==> src/sv/gpjs_pkg.sv <==
// Shared constants, codes and types of the greedy priority job scheduler.
package gpjs_pkg;

  localparam int DEF_MAX_JOBS    = 256;
  localparam int DEF_WEIGHT_BITS = 16;
  localparam int DEF_UNIT_BITS   = 16;
  localparam int COST_BITS       = 48;

  localparam logic [1:0] REQ_ARRIVE = 2'd0;
  localparam logic [1:0] REQ_TICK   = 2'd1;
  localparam logic [1:0] REQ_CLEAR  = 2'd2;

  typedef enum logic [1:0] {
    ST_IDLE,
    ST_SWEEP,
    ST_DONE
  } state_t;

  // Flags of the search token that walks the cell chain.
  typedef struct packed {
    logic active;
    logic best_found;
    logic free_found;
  } probe_t;

  // Update broadcast to all cells at the end of an item.
  typedef struct packed {
    logic load;
    logic dec;
    logic clr;
  } cmd_t;

endpackage

==> src/sv/gpjs_cell.sv <==
// One job slot of the scheduler chain: holds a job and relays the search token.
module gpjs_cell #(
  parameter int WEIGHT_BITS = gpjs_pkg::DEF_WEIGHT_BITS,
  parameter int UNIT_BITS   = gpjs_pkg::DEF_UNIT_BITS,
  parameter int IDX_W       = 8,
  parameter int CELL_IDX    = 0
) (
  input  logic                   clk,
  input  logic                   rst_n,
  input  gpjs_pkg::probe_t       probe_i,
  input  logic [WEIGHT_BITS-1:0] best_w_i,
  input  logic [IDX_W-1:0]       best_idx_i,
  input  logic [IDX_W-1:0]       free_idx_i,
  output gpjs_pkg::probe_t       probe_o,
  output logic [WEIGHT_BITS-1:0] best_w_o,
  output logic [IDX_W-1:0]       best_idx_o,
  output logic [IDX_W-1:0]       free_idx_o,
  input  gpjs_pkg::cmd_t         cmd_i,
  input  logic [IDX_W-1:0]       cmd_idx_i,
  input  logic [WEIGHT_BITS-1:0] cmd_weight_i,
  input  logic [UNIT_BITS-1:0]   cmd_units_i
);

  localparam logic [IDX_W-1:0] MY_IDX = IDX_W'(CELL_IDX);

  logic                   valid_r;
  logic [WEIGHT_BITS-1:0] weight_r;
  logic [UNIT_BITS-1:0]   units_r;

  gpjs_pkg::probe_t       probe_r, probe_nxt;
  logic [WEIGHT_BITS-1:0] best_w_r, best_w_nxt;
  logic [IDX_W-1:0]       best_idx_r, best_idx_nxt;
  logic [IDX_W-1:0]       free_idx_r, free_idx_nxt;

  logic take_best;
  logic take_free;
  logic hit;

  // A strictly larger weight wins, so the lowest slot keeps a tie.
  assign take_best = valid_r && (!probe_i.best_found || (weight_r > best_w_i));
  assign take_free = !valid_r && !probe_i.free_found;
  assign hit       = (cmd_idx_i == MY_IDX);

  always_comb begin
    probe_nxt            = probe_i;
    probe_nxt.best_found = probe_i.best_found | valid_r;
    probe_nxt.free_found = probe_i.free_found | !valid_r;
    best_w_nxt           = take_best ? weight_r : best_w_i;
    best_idx_nxt         = take_best ? MY_IDX : best_idx_i;
    free_idx_nxt         = take_free ? MY_IDX : free_idx_i;
  end

  always_ff @(posedge clk) begin
    if (!rst_n) begin
      probe_r <= '0;
    end else begin
      probe_r <= probe_nxt;
    end
  end

  always_ff @(posedge clk) begin
    best_w_r   <= best_w_nxt;
    best_idx_r <= best_idx_nxt;
    free_idx_r <= free_idx_nxt;
  end

  always_ff @(posedge clk) begin
    if (!rst_n) begin
      valid_r <= 1'b0;
    end else if (cmd_i.clr) begin
      valid_r <= 1'b0;
    end else if (cmd_i.load && hit) begin
      valid_r <= 1'b1;
    end else if (cmd_i.dec && hit && (units_r == UNIT_BITS'(1))) begin
      valid_r <= 1'b0;
    end
  end

  always_ff @(posedge clk) begin
    if (cmd_i.load && hit) begin
      weight_r <= cmd_weight_i;
      units_r  <= cmd_units_i;
    end else if (cmd_i.dec && hit) begin
      units_r  <= units_r - UNIT_BITS'(1);
    end
  end

  assign probe_o    = probe_r;
  assign best_w_o   = best_w_r;
  assign best_idx_o = best_idx_r;
  assign free_idx_o = free_idx_r;

endmodule

==> config.mk <==
export PLATFORM = sky130hd
export DESIGN_NAME = gpjs_cell
export DESIGN_NICKNAME = d
export VERILOG_FILES = /design/src/sv/gpjs_pkg.sv /design/src/sv/gpjs_cell.sv
export SDC_FILE = /design/constraint.sdc
export NUM_CORES = 1
export LEC_CHECK = 0
export ABC_CLOCK_PERIOD_IN_PS = 2700
export BUFFER_PORTS_ARGS = -buffer_cell sky130_fd_sc_hd__buf_2
export CAP_MARGIN = 20
export CELL_PAD_IN_SITES_DETAIL_PLACEMENT = 1
export CELL_PAD_IN_SITES_GLOBAL_PLACEMENT = 1
export CORE_AREA = 2 2 99 101
export DETAILED_ROUTE_END_ITERATION = 8
export DIE_AREA = 0 0 101 103
export PLACE_DENSITY = 0.83
export SLEW_MARGIN = 10
export SYNTH_ARGS = -nofsm -noshare
export SYNTH_HDL_FRONTEND = slang
export SYNTH_SLANG_ARGS = --single-unit
==> constraint.sdc <==
create_clock -name clk -period 2.7 [get_ports clk]
set_input_delay 0.54 -clock clk [delete_from_list [all_inputs] [get_ports clk]]
set_output_delay 0.54 -clock clk [all_outputs]
set_load 0.01 [all_outputs]
==> summary.md <==
| Metric | Value |
|---|---|
| Final Core Density | 41.8% |
| First-pass GRT wire length | 11,100 um |
| Fraction of layout cells with a size suffix above 1 | 40.7% |
| Setup violations, final | 0 |
| Post-CTS setup buffers | 0 |
| DR iter-0 viols | 45 |
| Clock tree sinks | 68 |
| Pins Over Slew Limit | 0 |
| Crit path max fanout | 9 |
| Clock Path Buffers | 2 |
| Die span in x | 101 um |
| Worst setup SP type | flip-flop |
| Number of synthesized flops with an enable pin | 32 |
| Max cap viols | 0 |
| Drt first pass iters | 2 |
| Filler Cell Count | 1,077 |
| Commonest non-fill, non-tap cell in the layout | buf_2 |
| Initial Utilization | 31.6% |
| Worst Path Arrival | 2.84 ns |
| Die area | 10,400 sq um |
| CP Cell Sequence | ha_1 > nand4_2 > or4_4 > a21o_1 > a31oi_4 > buf_12 > mux2_2 |
| Port Buffers | 114 |
| Vias per inst | 4.56 |
| DRC | 0 |
| Async SR Flop Fraction | 0% |
| CTS H-tree depth | 3 |
| DR WL/cell | 14.5 um |
| Mapped Cells | 253 |
| Clock skew | 0.00535 ns |
| Post-detail-place hpwl | 5730 um |
| Antenna violations before repair | 1 |
| Peak supply drop | 0.243 mV |
| Final WL | 7230 um |
| Total GRT Usage | 14.2% |
| Hold WC Path Type | in -> reg |
| Gpl congestion | 0.836 |
| Slowest Stage Delay on Critical Path | 0.59 ns |
| Largest net degree at the start of global routing | 30 |
| Finished Cell Area | 3960 sq um |
| P&R area growth vs syn | 32.5% |
| Count of distinct cell types in the synthesized netlist | 35 |
| Power per standard cell area | 544 nW/um^2 |
| Clock tree from TritonCTS | yes |
| WS Path Type | reg -> reg |
| CTS Buf Count | 9 |
| P_leak | 0.00177 uW |
| Antenna Nets Post-Route | 0 |
| Cell family contributing the most delay on the critical path | simple AND/OR/NAND/NOR gates |
| Status | finished clean |
| Slew HR | 62.4% |
| Ant. Diodes | 0 |
| Syn. warnings | 0 |
| Yosys reg bits | 68 |
| Clk Latency, worst-skew pair | 0.34 ns |
| Actual slew at the worst max-slew pin | 0.559 ns |
| Worst path required time | 2.93 ns |
| Most frequent cells in the layout | 114 x buf_2, 36 x dfxtp_1, 32 x edfxtp_1 |
| Post_cts resized | 0 |
| Register area share after synthesis | 56.3% |
| DR vias | 2,281 |
| Syn Nets | 351 |
| RSZ-0062 raised after global routing | false |
| Grt ovf | 0 |
| Hold_buf cts | 0 |
| CP Buf/Inv Count | 1 |
| Crit end category | flip-flop |
| Vias in the first global route | 2,337 |
| Slowest-stage cell, CP | or4_4 |
| Final min period | 2.62 ns |
| Final hold vios | 0 |
| Final #Nets | 479 |
| Worst-path clk slew | 0.07 ns |
| Most common flop cell mapped by yosys | dfxtp_1 |
| Mapped cell area | 2990 sq um |
| Die Span Y | 103 um |
| Crit share post-route | 96.9% |
| Fmax | 382 MHz |
| # IOs | 115 |
| Syn_area_per_cell | 11.8 sq um |
| Root Driver | clkbuf_8 |
| Row count | 36 |
| Core area | 9460 sq um |
| Placed instance area | 3750 sq um |
## final cells by class
cell class                      count  area, sq um  share of cell area [%]
Clock buffer                       12          165                    4.17
Clock inverter                      4         45.0                    1.14
Inverter                           20         75.1                    1.90
Multi-Input combinational cell    160         1190                    30.1
Sequential cell                    68         1680                    42.5
Tap cell                          114          143                    3.60
Timing Repair Buffer              122          656                    16.6
## kinds of logic after synthesis
family          synth area share, %
fa+ha+maj                      7.54
mux                            7.54
compound gates                 7.50
simple gates                   13.5
xor+xnor                       3.81
flops                          56.3
buf+inv                        3.77
## power breakdown
group	switching (uW)	internal, uW	total (uW)	leakage (uW)
clock	378	498	876	0.000110
sequential	7.21	1100	1110	0.000593
combinational	75.9	93.6	169	0.00107
## layer usage
metal	track usage (%)	up-vias	part of all wire (%)
met1	15.8	1054	40
met3	4.00	15	5.5
li1	-	1139	-
met4	6.55	2	2.0
met2	25.1	71	52
met5	0	-	0.11
## flip-flops by register name (all words and copies together), names as in the netlist
register,cells
probe_o,3
valid_r,1
units_r,16
free_idx_o,8
weight_r,16
best_w_o,16
best_idx_o,8
## worst reg2reg max path, stage by stage (launching register included)
cell      delay, ns
edfxtp_1       0.41
ha_1           0.35
nand4_2        0.16
or4_4          0.59
a21o_1         0.21
a31oi_4        0.26
buf_12         0.18
mux2_2         0.34
## path summary, 6_finish.rpt
path         depth (start not counted)                   start  slack [ns]                endpoint
max                                  7  weight_r[15]$_DFFE_PP_        0.08    best_w_o[15]$_DFF_P_
min                                  1        cmd_weight_i[14]        0.37  weight_r[14]$_DFFE_PP_
max reg2reg                          7  weight_r[15]$_DFFE_PP_        0.08    best_w_o[15]$_DFF_P_
min reg2reg                          1   weight_r[2]$_DFFE_PP_        0.51     best_w_o[2]$_DFF_P_
## through the flow
step	setup WS (ns)	total power (uW)	hold slack [ns]	instances	setup TNS [ns]
global placement	-0.0642	1300	0.491	484	-0.570
CTS	0.0861	2190	0.350	500	0
finish	0.0840	2150	0.373	500	0
global route	0.0179	2240	0.354	500	0
detailed placement	-0.155	1300	0.501	484	-1.88
floorplan	0.0632	1200	0.475	253	0
## Yosys cell counts (6+ instances only)
library cell  count  share of area (%)
a21oi_1          22                3.7
nand2_1          10                1.3
edfxtp_1         32                 32
nor3_1            7                1.2
xnor2_1           6                1.8
mux2_4           12                6.0
nor2_1           25                3.1
dfxtp_1          36                 24
xor2_1            7                2.1
ha_1             18                7.5
inv_1            20                2.5
nor2b_1          18                3.8
(Power assumes the default switching activity.)
