## src/sv/gpjs_pkg.sv

```systemverilog
// Shared constants, codes and types of the greedy priority job scheduler.
package gpjs_pkg;

  localparam int DEF_MAX_JOBS    = 256;
  localparam int DEF_WEIGHT_BITS = 16;
  localparam int DEF_UNIT_BITS   = 16;
  localparam int COST_BITS       = 48;

  localparam logic [1:0] REQ_ARRIVE = 2'd0;
  localparam logic [1:0] REQ_TICK   = 2'd1;
  localparam logic [1:0] REQ_CLEAR  = 2'd2;

  typedef enum logic [1:0] {
    ST_IDLE,
    ST_SWEEP,
    ST_DONE
  } state_t;

  // Flags of the search token that walks the cell chain.
  typedef struct packed {
    logic active;
    logic best_found;
    logic free_found;
  } probe_t;

  // Update broadcast to all cells at the end of an item.
  typedef struct packed {
    logic load;
    logic dec;
    logic clr;
  } cmd_t;

endpackage

```

## src/sv/gpjs_if.sv

```systemverilog
// Request and result channel interfaces of the scheduler.
interface gpjs_in_if #(
  parameter int WEIGHT_BITS = gpjs_pkg::DEF_WEIGHT_BITS,
  parameter int UNIT_BITS   = gpjs_pkg::DEF_UNIT_BITS
);
  logic                   valid;
  logic                   ready;
  logic [1:0]             req_type;
  logic [WEIGHT_BITS-1:0] job_weight;
  logic [UNIT_BITS-1:0]   job_units;

  modport source (output valid, output req_type, output job_weight, output job_units,
                  input ready);
  modport sink (input valid, input req_type, input job_weight, input job_units,
                output ready);
endinterface

interface gpjs_out_if #(
  parameter int WEIGHT_BITS = gpjs_pkg::DEF_WEIGHT_BITS
);
  logic                           valid;
  logic                           ready;
  logic                           served;
  logic [WEIGHT_BITS-1:0]         served_weight;
  logic [gpjs_pkg::COST_BITS-1:0] outstanding_cost;
  logic                           table_full;

  modport source (output valid, output served, output served_weight,
                  output outstanding_cost, output table_full, input ready);
  modport sink (input valid, input served, input served_weight,
                input outstanding_cost, input table_full, output ready);
endinterface

```

## src/sv/gpjs_ctrl.sv

```systemverilog
// Sequencer of the scheduler: handshakes, search launch, cost and result register.
module gpjs_ctrl #(
  parameter int WEIGHT_BITS = gpjs_pkg::DEF_WEIGHT_BITS,
  parameter int UNIT_BITS   = gpjs_pkg::DEF_UNIT_BITS,
  parameter int IDX_W       = 8
) (
  input  logic                   clk,
  input  logic                   rst_n,
  gpjs_in_if.sink                in_req,
  gpjs_out_if.source             out_res,
  output gpjs_pkg::probe_t       probe_o,
  input  gpjs_pkg::probe_t       probe_i,
  input  logic [WEIGHT_BITS-1:0] best_w_i,
  input  logic [IDX_W-1:0]       best_idx_i,
  input  logic [IDX_W-1:0]       free_idx_i,
  output gpjs_pkg::cmd_t         cmd_o,
  output logic [IDX_W-1:0]       cmd_idx_o,
  output logic [WEIGHT_BITS-1:0] cmd_weight_o,
  output logic [UNIT_BITS-1:0]   cmd_units_o
);

  localparam int PROD_BITS = WEIGHT_BITS + UNIT_BITS;
  localparam int CB        = gpjs_pkg::COST_BITS;

  gpjs_pkg::state_t state_r, state_nxt;

  logic                   accept;
  logic                   needs_sweep;
  logic                   latch_probe;
  logic                   finish;
  logic                   out_free;

  logic                   start_r;
  logic [1:0]             req_r;
  logic [WEIGHT_BITS-1:0] w_r;
  logic [UNIT_BITS-1:0]   u_r;
  logic                   u_nz_r;
  logic [PROD_BITS-1:0]   prod_r, prod_nxt;

  logic                   bf_r, ff_r;
  logic [WEIGHT_BITS-1:0] bw_r;
  logic [IDX_W-1:0]       bi_r, fi_r;

  logic [CB-1:0]          cost_r, cost_nxt;
  gpjs_pkg::cmd_t         cmd;
  logic [IDX_W-1:0]       cmd_idx;
  logic                   res_served, res_full;

  logic                   out_valid_r;
  logic                   out_served_r;
  logic [WEIGHT_BITS-1:0] out_sw_r;
  logic                   out_full_r;

  assign accept      = in_req.valid && in_req.ready;
  assign needs_sweep = (in_req.req_type == gpjs_pkg::REQ_TICK) ||
                       ((in_req.req_type == gpjs_pkg::REQ_ARRIVE) &&
                        (in_req.job_units != '0));
  assign out_free    = !out_valid_r || out_res.ready;
  assign prod_nxt    = PROD_BITS'(in_req.job_weight) * PROD_BITS'(in_req.job_units);

  // Next state.
  always_comb begin
    state_nxt = state_r;
    case (state_r)
      gpjs_pkg::ST_IDLE: begin
        if (accept) begin
          state_nxt = needs_sweep ? gpjs_pkg::ST_SWEEP : gpjs_pkg::ST_DONE;
        end
      end
      gpjs_pkg::ST_SWEEP: begin
        if (probe_i.active) begin
          state_nxt = gpjs_pkg::ST_DONE;
        end
      end
      gpjs_pkg::ST_DONE: begin
        if (out_free) begin
          state_nxt = gpjs_pkg::ST_IDLE;
        end
      end
      default: state_nxt = gpjs_pkg::ST_IDLE;
    endcase
  end

  // State outputs.
  always_comb begin
    in_req.ready = 1'b0;
    latch_probe  = 1'b0;
    finish       = 1'b0;
    case (state_r)
      gpjs_pkg::ST_IDLE:  in_req.ready = 1'b1;
      gpjs_pkg::ST_SWEEP: latch_probe  = probe_i.active;
      gpjs_pkg::ST_DONE:  finish       = out_free;
      default: ;
    endcase
  end

  // Outcome of the held item from the latched search result.
  always_comb begin
    cmd        = '0;
    cmd_idx    = fi_r;
    cost_nxt   = cost_r;
    res_served = 1'b0;
    res_full   = 1'b0;
    case (req_r)
      gpjs_pkg::REQ_ARRIVE: begin
        if (u_nz_r) begin
          if (!ff_r) begin
            res_full = 1'b1;
          end else begin
            cmd.load = 1'b1;
            cmd_idx  = fi_r;
            cost_nxt = cost_r + CB'(prod_r);
          end
        end
      end
      gpjs_pkg::REQ_TICK: begin
        if (bf_r) begin
          res_served = 1'b1;
          cmd.dec    = 1'b1;
          cmd_idx    = bi_r;
          cost_nxt   = cost_r - CB'(bw_r);
        end
      end
      gpjs_pkg::REQ_CLEAR: begin
        cmd.clr  = 1'b1;
        cost_nxt = '0;
      end
      default: ;
    endcase
  end

  always_ff @(posedge clk) begin
    if (!rst_n) begin
      state_r     <= gpjs_pkg::ST_IDLE;
      start_r     <= 1'b0;
      cost_r      <= '0;
      out_valid_r <= 1'b0;
    end else begin
      state_r <= state_nxt;
      start_r <= accept && needs_sweep;
      if (finish) begin
        cost_r      <= cost_nxt;
        out_valid_r <= 1'b1;
      end else if (out_res.ready) begin
        out_valid_r <= 1'b0;
      end
    end
  end

  always_ff @(posedge clk) begin
    if (accept) begin
      req_r  <= in_req.req_type;
      w_r    <= in_req.job_weight;
      u_r    <= in_req.job_units;
      u_nz_r <= (in_req.job_units != '0);
      prod_r <= prod_nxt;
    end
    if (latch_probe) begin
      bf_r <= probe_i.best_found;
      ff_r <= probe_i.free_found;
      bw_r <= best_w_i;
      bi_r <= best_idx_i;
      fi_r <= free_idx_i;
    end
    if (finish) begin
      out_served_r <= res_served;
      out_sw_r     <= res_served ? bw_r : '0;
      out_full_r   <= res_full;
    end
  end

  always_comb begin
    probe_o            = '0;
    probe_o.active     = start_r;
  end

  assign cmd_o        = finish ? cmd : '0;
  assign cmd_idx_o    = cmd_idx;
  assign cmd_weight_o = w_r;
  assign cmd_units_o  = u_r;

  assign out_res.valid            = out_valid_r;
  assign out_res.served           = out_served_r;
  assign out_res.served_weight    = out_sw_r;
  assign out_res.outstanding_cost = cost_r;
  assign out_res.table_full       = out_full_r;

endmodule

```

## src/flat_wrapper.sv

```systemverilog
// flat-port wrapper written by rule: the top's interface ports become plain ports
module gpjs_ctrl_flat 
#(
  parameter int WEIGHT_BITS = gpjs_pkg::DEF_WEIGHT_BITS,
  parameter int UNIT_BITS   = gpjs_pkg::DEF_UNIT_BITS,
  parameter int IDX_W       = 8
)
  (clk, rst_n, probe_o, probe_i, best_w_i, best_idx_i, free_idx_i, cmd_o, cmd_idx_o, cmd_weight_o, cmd_units_o, in_req_valid, in_req_req_type, in_req_job_weight, in_req_job_units, in_req_ready, out_res_valid, out_res_served, out_res_served_weight, out_res_outstanding_cost, out_res_table_full, out_res_ready);
  gpjs_in_if #(.WEIGHT_BITS(WEIGHT_BITS), .UNIT_BITS(UNIT_BITS)) in_req_i ();
  gpjs_out_if #(.WEIGHT_BITS(WEIGHT_BITS)) out_res_i ();
  input  logic clk;
  input  logic rst_n;
  output gpjs_pkg::probe_t probe_o;
  input  gpjs_pkg::probe_t probe_i;
  input  logic [WEIGHT_BITS-1:0] best_w_i;
  input  logic [IDX_W-1:0] best_idx_i;
  input  logic [IDX_W-1:0] free_idx_i;
  output gpjs_pkg::cmd_t cmd_o;
  output logic [IDX_W-1:0] cmd_idx_o;
  output logic [WEIGHT_BITS-1:0] cmd_weight_o;
  output logic [UNIT_BITS-1:0] cmd_units_o;
  input wire logic [$bits(in_req_i.valid)-1:0] in_req_valid;
  input wire logic [$bits(in_req_i.req_type)-1:0] in_req_req_type;
  input wire logic [$bits(in_req_i.job_weight)-1:0] in_req_job_weight;
  input wire logic [$bits(in_req_i.job_units)-1:0] in_req_job_units;
  output wire logic [$bits(in_req_i.ready)-1:0] in_req_ready;
  output wire logic [$bits(out_res_i.valid)-1:0] out_res_valid;
  output wire logic [$bits(out_res_i.served)-1:0] out_res_served;
  output wire logic [$bits(out_res_i.served_weight)-1:0] out_res_served_weight;
  output wire logic [$bits(out_res_i.outstanding_cost)-1:0] out_res_outstanding_cost;
  output wire logic [$bits(out_res_i.table_full)-1:0] out_res_table_full;
  input wire logic [$bits(out_res_i.ready)-1:0] out_res_ready;
  assign in_req_i.valid = in_req_valid;
  assign in_req_i.req_type = in_req_req_type;
  assign in_req_i.job_weight = in_req_job_weight;
  assign in_req_i.job_units = in_req_job_units;
  assign in_req_ready = in_req_i.ready;
  assign out_res_valid = out_res_i.valid;
  assign out_res_served = out_res_i.served;
  assign out_res_served_weight = out_res_i.served_weight;
  assign out_res_outstanding_cost = out_res_i.outstanding_cost;
  assign out_res_table_full = out_res_i.table_full;
  assign out_res_i.ready = out_res_ready;
  gpjs_ctrl #(.WEIGHT_BITS(WEIGHT_BITS), .UNIT_BITS(UNIT_BITS), .IDX_W(IDX_W)) u_core (.clk(clk), .rst_n(rst_n), .in_req(in_req_i), .out_res(out_res_i), .probe_o(probe_o), .probe_i(probe_i), .best_w_i(best_w_i), .best_idx_i(best_idx_i), .free_idx_i(free_idx_i), .cmd_o(cmd_o), .cmd_idx_o(cmd_idx_o), .cmd_weight_o(cmd_weight_o), .cmd_units_o(cmd_units_o));
endmodule
```

## config.mk

```make
export PLATFORM = sky130hd
export DESIGN_NAME = gpjs_ctrl_flat
export DESIGN_NICKNAME = d
export VERILOG_FILES = /design/src/sv/gpjs_pkg.sv /design/src/sv/gpjs_if.sv /design/src/sv/gpjs_ctrl.sv /design/src/flat_wrapper.sv
export SDC_FILE = /design/constraint.sdc
export NUM_CORES = 1
export LEC_CHECK = 0
export ABC_AREA = 1
export BUFFER_PORTS_ARGS = -buffer_cell sky130_fd_sc_hd__clkbuf_2
export CORE_MARGIN = 4
export CORE_UTILIZATION = 50
export DETAILED_ROUTE_END_ITERATION = 7
export PLACE_DENSITY = 0.69
export SLEW_MARGIN = 10
export SYNTH_ARGS = -nofsm -noshare
export SYNTH_HDL_FRONTEND = slang
export SYNTH_SLANG_ARGS = --single-unit
```

## constraint.sdc

```tcl
create_clock -name clk -period 7.7 [get_ports clk]
set_clock_uncertainty 0.15 [all_clocks]
set_input_delay 1.54 -clock clk [delete_from_list [all_inputs] [get_ports clk]]
set_output_delay 1.54 -clock clk [all_outputs]
set_load 0.02 [all_outputs]
```

==> results of run 1 <==
[per-stage QoR]
stage                     cells  hold WS [ps]  area [um^2]  total power, uW  setup slack, ps
after floorplan            2684           379        19600             5710              857
after global routing       3347           365        21500             8940              717
after detailed placement   3315           326        20900             7100              481
final                      3347           337        21500             8010              959
after CTS                  3347           337        21500             8050              986
after global placement     3315           325        20900             7070              528
[path summary, 6_finish.rpt]
| kind | endpoint | slack, ps | start |
|---|---|---|---|
| max | u_core.prod_r[29] | 960 | in_req_job_units[1] |
| min | u_core.out_res.outstanding_cost[46] | 340 | u_core.out_res.outstanding_cost[46] |
| max reg2reg | u_core.out_res.outstanding_cost[32] | 3050 | u_core.req_r[1] |
| min reg2reg | u_core.out_res.outstanding_cost[46] | 340 | u_core.out_res.outstanding_cost[46] |
[cells by family after synthesis]
| logic type | count (synthesis) | synth area share (%) |
|---|---|---|
| adder cells (fa/ha/maj) | 347 | 29.7 |
| flip-flops | 171 | 23.6 |
| XOR/XNOR | 37 | 1.66 |
| AO/OA/AOI/OAI | 262 | 7.26 |
| buffers and inverters | 707 | 13.7 |
| other | 1 | 0.0192 |
| AND/OR/NAND/NOR | 1158 | 24.1 |
[registers in the layout, indices dropped and copies added (netlist names), 2 cells and up]
register	cells
u_core.req_r	2
u_core.out_res.served_weight	16
u_core.bi_r	8
u_core.out_res.outstanding_cost	48
u_core.prod_r	32
u_core.bw_r	16
u_core.fi_r	8
u_core.cmd_units_o	16
u_core.cmd_weight_o	16
u_core.state_r	2
[cells in the mapped netlist (3+ instances only)]
cell	number
nor2_2	5
xor2_1	24
o21bai_1	14
nand3_1	90
nand4_1	21
nand3b_1	12
clkbuf_1	76
o21ai_1	35
a21oi_1	143
o211ai_1	3
o21a_1	4
nor4_1	5
nor2_1	194
ha_1	152
inv_2	23
fa_1	195
and2_1	3
buf_4	3
nor3_1	19
inv_1	593
buf_2	6
nor2_4	5
o21ai_0	40
edfxtp_1	119
a31oi_1	8
dfxtp_1	52
xnor2_1	13
nand2_1	796
[power by group through the flow]
stage | combinational (uW) | sequential [uW] | clock, uW
after floorplan | 4230 | 1470 | 0
after global placement | 5610 | 1460 | 0
after detailed placement | 5640 | 1460 | 0
after CTS | 5680 | 1440 | 930
after global routing | 6510 | 1460 | 965
final | 5660 | 1440 | 909
[area by class of cell]
type / instances / area, um^2 / share of cell area, %
Tap cell: 518 / 648 / 3.01
Clock inverter: 15 / 171 / 0.797
Timing Repair Buffer: 202 / 1060 / 4.91
Multi-Input combinational cell: 1806 / 12300 / 57.1
Inverter: 618 / 2320 / 10.8
Clock buffer: 17 / 425 / 1.98
Sequential cell: 171 / 4610 / 21.5
[critical path, delay by kind of cell]
family                     cells  cell delay [ps]
xor gates and xnor gates       1              150
and+or+nand+nor                6              730
buffers and inverters          5              600
AOI/OAI and AO/OA              2              360
adders and majority gates      7             3420
[layer usage]
layer  up-vias  GRT usage [%]
met5         -              0
met4         0           7.51
met3        84           3.81
met2       527           45.4
met1      8065           34.9
li1       8410              -
==> results.cfg, run 1 <==
[floorplanning]
placementRows = 72
pin_count = 187
dieArea_um2 = 42400
die_x_um = 206
coreArea_um2 = 38600
initial_core_util_pct = 50.6
dieHeight_um = 206

[power_and_ir_drop]
ir_drop_mv = 0.299
power_frac_seq_pct = 18.0
p_clk_share_pct = 11.3
p_sw_share_pct = 52.0
combPwrFrac_pct = 70.6
p_int_uw = 3850
leakagePower_uw = 0.0117
switchingPower_uw = 4160
power_density_nw_per_um2 = 372

[cts]
htreeDepth = 4
post_cts_buffers = 0
cts_hold_buf = 0
numCtsBuffers = 17
clk_pin_slew_ps = 70
cts_resized = 0
clock_path_buffers = 2
clock-sinks = 171
clk_latency_ps = 470
cts_root_buffer = clkbuf_16
cts_tree = yes

[critical_path]
crit_required_ps = 7770
cp.arrival_ps = 6810
start_kind = primary input
timing.critical_path.mode_cell = fa_1
reg2reg_depth = 18
critPathKind = in2reg
end_kind = flop
cpMaxStageDelayCell = fa_1
worstPathMaxFanout = 18
slowest_delay_ps = 550
path_cells = clkbuf_2 -> nand2_1 -> fa_1 -> fa_1 -> inv_1 -> fa_1 -> fa_1 -> fa_1 -> inv_1 -> fa_1 -> inv_1 -> ha_1 -> a21oi_1 -> o21ai_0 -> inv_1 -> nor2_1 -> nor2_1 -> nand3_1 -> nand3_1 -> nand3_1 -> xor2_1

[finish]
nets = 3236
area_growth_pct = 9.94
drive_gt1_share_pct = 9.76
fillers = 3701
mostFrequentLayoutCells = nand2_1 (796), inv_1 (592), fa_1 (195)
final_util_pct = 55.7
layout_commonest_cell = nand2_1
antenna_cells = 0

[synth]
ys.warnings.count = 0
netlist_area_um2 = 19600
synth_edf_count = 119
seq_area_frac_synth_pct = 23.6
synth_top_area_share_pct = 20.0
synth_area_leaders = fa_1 (20%), edfxtp_1 (18%), nand2_1 (15%)
avgSynthCellArea_um2 = 7.29
ys_types = 52
ys_seq_elements = 171
syn_inst = 2683
synth-async-reset-ratio_pct = 0
yosysTopAreaCell = fa_1
synth_flop_cell = edfxtp_1

[grt]
grt-ovfl-total = 0
grt_usage_pct = 26.4
grt_pass1_vias = 16943
grt_max_degree = 69
grt_pass1_wl_mm = 88.1
antenna_found_initial = 0

[timing]
finalHoldViolations = 0
timing.setup.tns_ps = 0
fmax_mhz = 148
worstMarginPinSlew_ps = 1060
min_period_ps = 6740
setup_viol_count_final = 0
slew_headroom_pct = 29.2
fin_crit_sh_pct = 87.5
rsz0062_at_grt = no
drv_slew = 0

[route]
wl_met2_mm = 27.6
post-route-drc-count = 0
drt_iter0_drc = 1236
vias = 17086
wl_met1_mm = 23.5
avgViaCountPerCell = 5.10
wl_met3_mm = 3.02
route.top_layer_used = met4
drt_wl_total_mm = 55.4
wl_per_cell_um = 16.6
first_pass_iters = 6
ant_nets = 0

[placed_design]
place_congestion = 0.964
port_buffers = 184
detailedPlacementHpwl_mm = 45.5

[worst_hold_path]
hold_depth = 2
hold_class = reg2reg

[status]
status = finished, final reports clean

[job]
maxCapViolCount = 0
No activity file was read; power rests on OpenSTA's default activity.
==> inputs of run 2 (changes only) <==
--- a/config.mk
+++ b/config.mk
@@ -11,6 +11,7 @@
 export CORE_UTILIZATION = 50
 export DETAILED_ROUTE_END_ITERATION = 7
 export PLACE_DENSITY = 0.69
+export RECOVER_POWER = 25
 export SLEW_MARGIN = 10
 export SYNTH_ARGS = -nofsm -noshare
 export SYNTH_HDL_FRONTEND = slang
==> results.cfg, run 2 (synthesis results as in run 1) <==
[grt]
antenna_found_initial = 0
grt_usage_pct = 26.4
grt-ovfl-total = 0
grt_pass1_vias = 16943
grt_pass1_wl_mm = 88.1
grt_max_degree = 69

[critical_path]
path_cells = clkbuf_1 -> nand2_1 -> fa_1 -> fa_1 -> inv_1 -> fa_1 -> fa_1 -> fa_1 -> inv_1 -> fa_1 -> inv_1 -> ha_1 -> a21oi_1 -> o21ai_0 -> inv_1 -> nor2_1 -> nor2_1 -> nand3_1 -> nand3_1 -> nand3_1 -> xor2_1
ff2ff_setup_slack_ps = 1560
cp.arrival_ps = 7180
crit_end = u_core.prod_r[29]
slowest_delay_ps = 740
timing.rr.start = u_core.req_r[1]
critPathLaunch = in_req_job_units[3]
end_kind = flop
cpMaxStageDelayCell = clkbuf_1
reg2reg_depth = 18
crit_required_ps = 7770
worstPathMaxFanout = 18
timing.critical_path.mode_cell = fa_1
start_kind = primary input
r2r-end = u_core.out_res.outstanding_cost[32]
critPathKind = in2reg

[route]
wl_per_cell_um = 16.6
post-route-drc-count = 0
first_pass_iters = 5
drt_wl_total_mm = 55.4
drt_iter0_drc = 1256
avgViaCountPerCell = 5.10
ant_nets = 0
vias = 17070

[cts]
numCtsBuffers = 17
cts_hold_buf = 0
clock-sinks = 171
cts_root_buffer = clkbuf_16
clk_pin_slew_ps = 70
clock_path_buffers = 2
clk_latency_ps = 470
cts_resized = 0
cts_tree = yes
htreeDepth = 4
post_cts_buffers = 0

[worst_hold_path]
hold_depth = 2
hold_class = reg2reg

[timing]
slew_headroom_pct = -52.9
setup_viol_count_final = 0
fin_crit_sh_pct = 92.3
setup_ws_ps = 593
worstMarginPinSlew_ps = 2290
rsz0062_at_grt = no
hold_ws_ps = 337
fmax_mhz = 141
drv_slew = 29
finalHoldViolations = 0
timing.setup.tns_ps = 0
min_period_ps = 7110

[finish]
drive_gt1_share_pct = 8.55
area_growth_pct = 9.57
mostFrequentLayoutCells = nand2_1 (797), inv_1 (593), fa_1 (195)
final_util_pct = 55.5
antenna_cells = 0
layout_commonest_cell = nand2_1
fillers = 3728
nets = 3236
largest_register_ffs = 48

[placed_design]
post-place-ws_ps = 481
detailedPlacementHpwl_mm = 45.5
port_buffers = 184
place_congestion = 0.964

[power_and_ir_drop]
p_int_uw = 3850
p_sw_share_pct = 52.0
combPwrFrac_pct = 70.6
p_clk_share_pct = 11.3
ir_drop_mv = 0.297
power_density_nw_per_um2 = 373
total_power_uw = 8010
switchingPower_uw = 4160
leakagePower_uw = 0.0116
power_frac_seq_pct = 18.1

[floorplanning]
dieArea_um2 = 42400
die_x_um = 206
pin_count = 187
placementRows = 72
dieHeight_um = 206
coreArea_um2 = 38600
initial_core_util_pct = 50.6

[status]
status = finished with violations
violations = capacitance limit, slew limit

[job]
maxCapViolCount = 1
## run 2: changes by cell type in the layout (fill, tap and decap cells not counted), sizes merged
| cell | before | now |
|---|---|---|
| buf | 18 | 10 |
| clkbuf | 201 | 209 |
| clkinv | 6 | 7 |
| inv | 626 | 625 |
## run 2: routing by layer
layer	share of wire [%]	global-route usage, %	routed length [um]
met1	42	34.9	23500
met2	50	45.4	27500
met3	5.5	3.81	3040
met4	2.4	7.51	1360
met5	0	0	0
## run 2: worst max-delay path: cells and delay by family
kind	cells	cell delay [ps]
fa+ha+maj	7	3400
buf+inv	5	980
compound gates	2	360
simple gates	6	730
xor+xnor	1	150
## run 2: worst min-delay path by stage
stage	start	endpoint	slack (ps)
2_1_floorplan	u_core.ff_r	u_core.out_res.table_full	380
3_3_place_gp	u_core.out_res.outstanding_cost[46]	u_core.out_res.outstanding_cost[46]	320
3_5_place_dp	u_core.out_res.outstanding_cost[46]	u_core.out_res.outstanding_cost[46]	330
4_1_cts	u_core.out_res.outstanding_cost[46]	u_core.out_res.outstanding_cost[46]	340
5_1_grt	u_core.out_res.outstanding_cost[36]	u_core.out_res.outstanding_cost[36]	370
6_report	u_core.out_res.outstanding_cost[46]	u_core.out_res.outstanding_cost[46]	340
## run 2: power groups by stage
| stage | clock network, uW | registers, uW | logic, uW |
|---|---|---|---|
| 6_report | 909 | 1450 | 5650 |
| 5_1_grt | 965 | 1460 | 6510 |
| 4_1_cts | 930 | 1440 | 5680 |
| 3_5_place_dp | 0 | 1460 | 5640 |
| 3_3_place_gp | 0 | 1460 | 5610 |
| 2_1_floorplan | 0 | 1470 | 4230 |
## run 2: through the flow
| step | area, um^2 | std cells |
|---|---|---|
| finish | 21400 | 3347 |
| global route | 21400 | 3347 |
| CTS | 21500 | 3347 |
| detailed placement | 20900 | 3315 |
| global placement | 20900 | 3315 |
| floorplan | 19600 | 2684 |
## run 2: final cells by class
| cell class | count | area, um^2 | share of cell area (%) |
|---|---|---|---|
| Clock buffer | 17 | 425 | 1.98 |
| Sequential cell | 171 | 4610 | 21.5 |
| Timing Repair Buffer | 202 | 998 | 4.66 |
| Multi-Input combinational cell | 1806 | 12300 | 57.2 |
| Inverter | 618 | 2320 | 10.8 |
| Clock inverter | 15 | 171 | 0.800 |
| Tap cell | 518 | 648 | 3.02 |
